$ cat config.mk
export PLATFORM = sky130hd
export DESIGN_NAME = la_mod
export DESIGN_NICKNAME = d
export VERILOG_FILES = /design/src/hdl/la_pkg.sv /design/src/hdl/la_mod.sv
export SDC_FILE = /design/constraint.sdc
export NUM_CORES = 1
export LEC_CHECK = 0
export BUFFER_PORTS_ARGS = -buffer_cell sky130_fd_sc_hd__buf_2
export CORE_AREA = 2 2 85 87
export CTS_CLUSTER_SIZE = 30
export DETAILED_ROUTE_END_ITERATION = 16
export DIE_AREA = 0 0 87 89
export GPL_TIMING_DRIVEN = 0
export PLACE_DENSITY_LB_ADDON = 0.05
export SYNTH_ARGS = -nofsm -noshare
export SYNTH_HDL_FRONTEND = slang
export SYNTH_SLANG_ARGS = --single-unit
$ cat constraint.sdc
create_clock -name clk -period 5.25 [get_ports clk]
set_clock_uncertainty 0.15 [all_clocks]
set_input_delay 0.525 -clock clk [delete_from_list [all_inputs] [get_ports clk]]
set_output_delay 0.525 -clock clk [all_outputs]
set_load 0.02 [all_outputs]
$ cat src/hdl/la_pkg.sv
// Package for the lottery arbiter: constants, codes, state type and random table.
`default_nettype none
package la_pkg;
  localparam int Entries = 64;
  localparam int SlotW = 6;
  localparam int IdxW = 7;
  localparam int TicketW = 10;
  localparam int SumW = 16;
  localparam int RandW = 17;

  localparam logic [1:0] OP_WRITE = 2'd0;
  localparam logic [1:0] OP_ALLOC = 2'd1;
  localparam logic [1:0] OP_DRAW = 2'd2;

  localparam logic [2:0] ST_UNUSED = 3'd0;
  localparam logic [2:0] ST_EMBRYO = 3'd1;
  localparam logic [2:0] ST_RUNNABLE = 3'd3;
  localparam logic [2:0] ST_RUNNING = 3'd4;

  localparam logic [9:0] TicketMod = 10'd1000;

  typedef enum logic [3:0] {
    S_IDLE, S_ALLOC_SCAN, S_ALLOC_RD, S_ALLOC_MOD, S_SUM, S_DRAW_MOD,
    S_PICK, S_DONE
  } state_t;

  typedef struct packed {
    logic start;
    logic [RandW-1:0] dividend;
    logic [RandW-1:0] divisor;
  } mod_req_t;

  function automatic logic [RandW-1:0] rand_value(input logic [7:0] idx);
    logic [RandW-1:0] v;
    case (idx)
      8'd0: v = 17'd77183; 8'd1: v = 17'd76065; 8'd2: v = 17'd29273;
      8'd3: v = 17'd98963; 8'd4: v = 17'd23453; 8'd5: v = 17'd69495;
      8'd6: v = 17'd91613; 8'd7: v = 17'd90129; 8'd8: v = 17'd61763;
      8'd9: v = 17'd78537; 8'd10: v = 17'd54549; 8'd11: v = 17'd19663;
      8'd12: v = 17'd63559; 8'd13: v = 17'd84421; 8'd14: v = 17'd31533;
      8'd15: v = 17'd48915; 8'd16: v = 17'd88915; 8'd17: v = 17'd85721;
      8'd18: v = 17'd48003; 8'd19: v = 17'd91645; 8'd20: v = 17'd96659;
      8'd21: v = 17'd28171; 8'd22: v = 17'd76119; 8'd23: v = 17'd95383;
      8'd24: v = 17'd21329; 8'd25: v = 17'd76995; 8'd26: v = 17'd57509;
      8'd27: v = 17'd46521; 8'd28: v = 17'd63693; 8'd29: v = 17'd72709;
      8'd30: v = 17'd50221; 8'd31: v = 17'd93225; 8'd32: v = 17'd41819;
      8'd33: v = 17'd43485; 8'd34: v = 17'd39707; 8'd35: v = 17'd88343;
      8'd36: v = 17'd59521; 8'd37: v = 17'd74955; 8'd38: v = 17'd97349;
      8'd39: v = 17'd12585; 8'd40: v = 17'd27551; 8'd41: v = 17'd96485;
      8'd42: v = 17'd72659; 8'd43: v = 17'd84179; 8'd44: v = 17'd69751;
      8'd45: v = 17'd88721; 8'd46: v = 17'd46957; 8'd47: v = 17'd64935;
      8'd48: v = 17'd77531; 8'd49: v = 17'd14181; 8'd50: v = 17'd14393;
      8'd51: v = 17'd22947; 8'd52: v = 17'd15145; 8'd53: v = 17'd55103;
      8'd54: v = 17'd62621; 8'd55: v = 17'd14067; 8'd56: v = 17'd56755;
      8'd57: v = 17'd60365; 8'd58: v = 17'd26261; 8'd59: v = 17'd76139;
      8'd60: v = 17'd98923; 8'd61: v = 17'd55949; 8'd62: v = 17'd11043;
      8'd63: v = 17'd85645; 8'd64: v = 17'd21421; 8'd65: v = 17'd56107;
      8'd66: v = 17'd91887; 8'd67: v = 17'd60493; 8'd68: v = 17'd81231;
      8'd69: v = 17'd10897; 8'd70: v = 17'd49729; 8'd71: v = 17'd25621;
      8'd72: v = 17'd92319; 8'd73: v = 17'd57811; 8'd74: v = 17'd14025;
      8'd75: v = 17'd73073; 8'd76: v = 17'd79999; 8'd77: v = 17'd99485;
      8'd78: v = 17'd10801; 8'd79: v = 17'd95165; 8'd80: v = 17'd46447;
      8'd81: v = 17'd81625; 8'd82: v = 17'd97585; 8'd83: v = 17'd41537;
      8'd84: v = 17'd18995; 8'd85: v = 17'd20235; 8'd86: v = 17'd13011;
      8'd87: v = 17'd46941; 8'd88: v = 17'd82823; 8'd89: v = 17'd17511;
      8'd90: v = 17'd52337; 8'd91: v = 17'd59047; 8'd92: v = 17'd20331;
      8'd93: v = 17'd77675; 8'd94: v = 17'd71707; 8'd95: v = 17'd59067;
      8'd96: v = 17'd96099; 8'd97: v = 17'd59683; 8'd98: v = 17'd17659;
      8'd99: v = 17'd20377; 8'd100: v = 17'd37277; 8'd101: v = 17'd58869;
      8'd102: v = 17'd21223; 8'd103: v = 17'd41745; 8'd104: v = 17'd15797;
      8'd105: v = 17'd61967; 8'd106: v = 17'd49795; 8'd107: v = 17'd77755;
      8'd108: v = 17'd57365; 8'd109: v = 17'd45683; 8'd110: v = 17'd34327;
      8'd111: v = 17'd51289; 8'd112: v = 17'd74821; 8'd113: v = 17'd43041;
      8'd114: v = 17'd48941; 8'd115: v = 17'd48321; 8'd116: v = 17'd59185;
      8'd117: v = 17'd93299; 8'd118: v = 17'd64111; 8'd119: v = 17'd76447;
      8'd120: v = 17'd83317; 8'd121: v = 17'd76041; 8'd122: v = 17'd74969;
      8'd123: v = 17'd77723; 8'd124: v = 17'd28433; 8'd125: v = 17'd16419;
      8'd126: v = 17'd49139; 8'd127: v = 17'd61469; 8'd128: v = 17'd15805;
      8'd129: v = 17'd18565; 8'd130: v = 17'd74683; 8'd131: v = 17'd37623;
      8'd132: v = 17'd70241; 8'd133: v = 17'd54413; 8'd134: v = 17'd57685;
      8'd135: v = 17'd60499; 8'd136: v = 17'd57719; 8'd137: v = 17'd21663;
      8'd138: v = 17'd26397; 8'd139: v = 17'd60711; 8'd140: v = 17'd63027;
      8'd141: v = 17'd37169; 8'd142: v = 17'd12881; 8'd143: v = 17'd14351;
      8'd144: v = 17'd56951; 8'd145: v = 17'd44769; 8'd146: v = 17'd36645;
      8'd147: v = 17'd15041; 8'd148: v = 17'd89045; 8'd149: v = 17'd55365;
      8'd150: v = 17'd42105; 8'd151: v = 17'd61441; 8'd152: v = 17'd84759;
      8'd153: v = 17'd35905; 8'd154: v = 17'd36387; 8'd155: v = 17'd33889;
      8'd156: v = 17'd92309; 8'd157: v = 17'd13127; 8'd158: v = 17'd37387;
      8'd159: v = 17'd40757; 8'd160: v = 17'd41559; 8'd161: v = 17'd90117;
      8'd162: v = 17'd48335; 8'd163: v = 17'd48323; 8'd164: v = 17'd58459;
      8'd165: v = 17'd12407; 8'd166: v = 17'd16291; 8'd167: v = 17'd37787;
      8'd168: v = 17'd81875; 8'd169: v = 17'd54551; 8'd170: v = 17'd32429;
      8'd171: v = 17'd90811; 8'd172: v = 17'd39947; 8'd173: v = 17'd55061;
      8'd174: v = 17'd35975; 8'd175: v = 17'd27047; 8'd176: v = 17'd45165;
      8'd177: v = 17'd41179; 8'd178: v = 17'd77599; 8'd179: v = 17'd39609;
      8'd180: v = 17'd71883; 8'd181: v = 17'd37115; 8'd182: v = 17'd63123;
      8'd183: v = 17'd74125; 8'd184: v = 17'd78611; 8'd185: v = 17'd73815;
      8'd186: v = 17'd80667; 8'd187: v = 17'd95549; 8'd188: v = 17'd32127;
      8'd189: v = 17'd65197; 8'd190: v = 17'd49473; 8'd191: v = 17'd65559;
      8'd192: v = 17'd28665; 8'd193: v = 17'd98671; 8'd194: v = 17'd83931;
      8'd195: v = 17'd33423; 8'd196: v = 17'd16477; 8'd197: v = 17'd46371;
      8'd198: v = 17'd49809; 8'd199: v = 17'd34965; 8'd200: v = 17'd53245;
      8'd201: v = 17'd63397; 8'd202: v = 17'd74349; 8'd203: v = 17'd64209;
      8'd204: v = 17'd44081; 8'd205: v = 17'd52731; 8'd206: v = 17'd60585;
      8'd207: v = 17'd15227; 8'd208: v = 17'd12127; 8'd209: v = 17'd55539;
      8'd210: v = 17'd27691; 8'd211: v = 17'd69883; 8'd212: v = 17'd34843;
      8'd213: v = 17'd19371; 8'd214: v = 17'd19845; 8'd215: v = 17'd35609;
      8'd216: v = 17'd70645; 8'd217: v = 17'd38567; 8'd218: v = 17'd19657;
      8'd219: v = 17'd75873; 8'd220: v = 17'd60035; 8'd221: v = 17'd50943;
      8'd222: v = 17'd44361; 8'd223: v = 17'd51131; 8'd224: v = 17'd58793;
      8'd225: v = 17'd21503; 8'd226: v = 17'd92223; 8'd227: v = 17'd72827;
      8'd228: v = 17'd88403; 8'd229: v = 17'd55861; 8'd230: v = 17'd45879;
      8'd231: v = 17'd44221; 8'd232: v = 17'd47009; 8'd233: v = 17'd28237;
      8'd234: v = 17'd27983; 8'd235: v = 17'd98089; 8'd236: v = 17'd90031;
      8'd237: v = 17'd95905; 8'd238: v = 17'd82645; 8'd239: v = 17'd89687;
      8'd240: v = 17'd78307; 8'd241: v = 17'd45551; 8'd242: v = 17'd74757;
      8'd243: v = 17'd38401; 8'd244: v = 17'd65013; 8'd245: v = 17'd73407;
      8'd246: v = 17'd83529; 8'd247: v = 17'd11557; 8'd248: v = 17'd59967;
      8'd249: v = 17'd97373; 8'd250: v = 17'd40647; 8'd251: v = 17'd52975;
      8'd252: v = 17'd86875; 8'd253: v = 17'd87085; 8'd254: v = 17'd77925;
      default: v = 17'd81353;
    endcase
    return v;
  endfunction
endpackage
`default_nettype wire

$ cat src/hdl/la_mod.sv
// Restoring modulo unit, one quotient bit per cycle.
`default_nettype none
module la_mod (
  input  wire logic clk,
  input  wire logic rst,
  input  wire la_pkg::mod_req_t req,
  output logic busy,
  output logic [la_pkg::RandW-1:0] rem
);
  logic [la_pkg::RandW-1:0] quo;
  logic [la_pkg::RandW-1:0] div;
  logic [4:0] cnt;
  logic [la_pkg::RandW:0] trial;

  assign trial = {rem, quo[la_pkg::RandW-1]} - {1'b0, div};

  always_ff @(posedge clk) begin
    if (rst) begin
      busy <= 1'b0;
      cnt <= '0;
    end else if (req.start) begin
      busy <= 1'b1;
      cnt <= 5'(la_pkg::RandW);
      quo <= req.dividend;
      div <= req.divisor;
      rem <= '0;
    end else if (busy) begin
      quo <= {quo[la_pkg::RandW-2:0], 1'b0};
      if (!trial[la_pkg::RandW]) begin
        rem <= trial[la_pkg::RandW-1:0];
      end else begin
        rem <= {rem[la_pkg::RandW-2:0], quo[la_pkg::RandW-1]};
      end
      cnt <= cnt - 5'd1;
      if (cnt == 5'd1) begin
        busy <= 1'b0;
      end
    end
  end
endmodule
`default_nettype wire
==> results_dict.tcl <==
set metrics [dict create \
    synth_ff_type "edfxtp_1" \
    finalInstanceArea_sq_mm 0.00394 \
    grt_pass1_vias 2573 \
    cts_hold_buf 0 \
    power_density_mw_per_mm2 339 \
    syn-cell-area_sq_mm 0.00334 \
    dp_hpwl_um 5320 \
    synth_compound_area_frac 0.201 \
    numCtsBuffers 9 \
    die_w_um 87 \
    final.setup.tns_ns 0 \
    max_cap_violations 0 \
    drt-met1-wl_um 3330 \
    ys_async_sr_fraction 0 \
    clk_path_buf_depth 2 \
    clock_latency_ns 0.34 \
    fin_crit_ns 2.98 \
    wl_met2_um 3400 \
    ys_warn_count 0 \
    syn_inst 285 \
    drt_iter0_markers 127 \
    drive_gt1_frac 0.308 \
    hold_path_class "input port to flop" \
    synth_common_cells "edfxtp_1 (51), a21oi_1 (23), inv_1 (22), ha_1 (19), mux2_2 (16)" \
    worstMarginPinSlew_ns 0.663 \
    muxShareOfSynthArea 0.0604 \
    synthSimpleGateAreaFrac 0.0967 \
    clockRootBuffer "clkbuf_8" \
    synth_xor_area_frac 0.0236 \
    critical-path-slowest-cell "nor3_2" \
    worstHoldStart "req[0]" \
    post_dp_cell_area_sq_mm 0.00375 \
    grt_start_max_net_pins 26 \
    wl_per_cell_um 16.9 \
    nets 409 \
    start_kind "flop" \
    die_h_um 89 \
    ir_drop_mv 0.163 \
    coreArea_sq_mm 0.00672 \
    overflow 0 \
    ant_nets 0 \
    port_buffers 54 \
    setup_viol 0 \
    via_per_inst 5.73 \
    num_vias 2504 \
    start_util 0.497 \
    cts.clk_slew.worst_paths_ns 0.08 \
    post_cts_buffers 0 \
    rsz0062_at_grt "false" \
    ios 55 \
    slew_headroom 0.558 \
    diodes 0 \
    cp_cell_sequence "ha_1 > buf_6 > a21o_1 > a311oi_2 > o221ai_2 > nor3_2 > buf_2 > o211ai_1 > o41ai_2" \
    crit_fanout 10 \
    drc 0 \
    cp-end-kind "flop" \
    synth_top_area_frac 0.459 \
    critPathMaxStageDelay_ns 0.44 \
    highest_layer "met4" \
    synth_cell_type_count 56 \
    gp_congestion 0.843 \
    grt.total_usage 0.207 \
    design.die.area_sq_mm 0.00774 \
    synth_fa_ha_area_frac 0.0772 \
    finalHoldViolations 0 \
    synth_area_leaders "edfxtp_1 (46%), ha_1 (7.1%), mux2_2 (5.4%), dfxtp_1 (3.6%), a21oi_1 (3.4%)" \
    yosysTopAreaCell "edfxtp_1" \
    reg2reg_slack_ns 2.27 \
    antenna_found_initial 0 \
    cts_tree "done" \
    critPathLaunch "rem[9]" \
    cts_sinks 57 \
    placementRows 30 \
    drv_slew 0 \
    cts_resized 0 \
    htreeDepth 3 \
    timing.rr.start "rem[9]" \
    fin_crit_sh 0.568 \
    first_pass_iters 4 \
    synth_fp_nets 342 \
    yosysMostFrequentCell "edfxtp_1" \
    status "finished clean" \
    clock.fmax_ghz 0.335 \
    synth_top_family_by_area "compound AO/OA/AOI/OAI gates" \
    avgSynthCellArea_sq_um 11.7 \
    p_leak_nw 1.60 \
    synth_edf_count 51 \
    crit_type "flop to flop" \
    required_ns 5.24 \
    syn2layout_area_growth_pct 18.2 \
    yosys_register_bits 57 \
    grt_pass1_wl_um 12100 \
    met3_length_um 474 \
    crit_buf_inv 2 \
    ys_seq_area_frac 0.495 \
    crit_arrival_ns 2.97 \
    wl_um 7380 \
    critPathTopFamily "compound AO/OA/AOI/OAI gates" \
    num-fill-cells 570 \
]
==> worst paths after layout <==
check                           depth (start not counted)       to
worst max register to register                          9  rem[14]
worst min-delay path                                    1   div[0]
worst max-delay path                                    9  rem[14]
worst min register to register                          2   cnt[1]
==> worst reg2reg max path: stages, from the launching register on <==
cell and delay (ns):
edfxtp_1 0.43, ha_1 0.33, buf_6 0.14, a21o_1 0.19, a311oi_2 0.30, o221ai_2 0.20
nor3_2 0.44, buf_2 0.36, o211ai_1 0.15, o41ai_2 0.10
==> routing by layer <==
metal / vias to the layer above / global-route usage
met5: - / 0
met3: 16 / 0.0508
met4: 0 / 0.109
li1: 1227 / -
met2: 88 / 0.330
met1: 1173 / 0.261
==> flip-flops by register name, summed over array words and instances (netlist names) <==
name and count:
div 17, quo 17, rem 17, cnt 5
busy 1
==> through the flow <==
step | power, mW | hold slack (ns) | instances | utilization | worst slack [ns]
3_5_place_dp | 0.934 | 0.357 | 421 | 0.558 | 2.29
3_3_place_gp | 0.927 | 0.339 | 419 | 0.552 | 1.22
2_1_floorplan | 0.837 | 0.319 | 285 | - | 2.36
4_1_cts | 1.34 | 0.187 | 437 | 0.587 | 2.25
6_report | 1.34 | 0.201 | 437 | 0.587 | 2.27
5_1_grt | 1.40 | 0.186 | 437 | 0.587 | 2.15
==> final cells by class <==
type	count	area (sq um)	area share
Multi-Input combinational cell	194	1540	0.391
Clock buffer	9	124	0.0314
Timing Repair Buffer	56	302	0.0765
Tap cell	80	100	0.0254
Inverter	22	82.6	0.0209
Clock inverter	7	71.3	0.0181
Buffer	12	72.6	0.0184
Sequential cell	57	1650	0.419
==> layout by cell type (no fill, tap or decap), drive strengths merged, types with 3 or more instances in the layout <==
cell,count
a2111oi,3
nand2,10
nor2b,3
buf,62
inv,22
o41ai,4
nand2b,3
o21ai,17
dfxtp,6
a21o,5
edfxtp,51
nand3,7
o211ai,11
nor3,6
xnor2,7
and2,3
mux2,17
clkbuf,15
or3,3
a211oi,3
ha,19
nand4,6
a21oi,24
o21a,6
clkinv,4
nor2,11
==> cells by family (layout without fill, tap and decap cells) <==
logic type	after synthesis	count (layout)
buffers and inverters	34	106
multiplexers	18	18
AND/OR/NAND/NOR	58	58
AO/OA/AOI/OAI	89	89
XOR/XNOR	9	9
flip-flops	57	57
adder cells (fa/ha/maj)	20	20
==> report_power, final <==
part	total, mW	leakage [nW]	switching, mW	internal, mW
clock network	0.410	0.0929	0.192	0.218
logic	0.362	0.966	0.213	0.150
registers	0.564	0.537	0.0210	0.543
No activity file was read; power rests on OpenSTA's default activity.
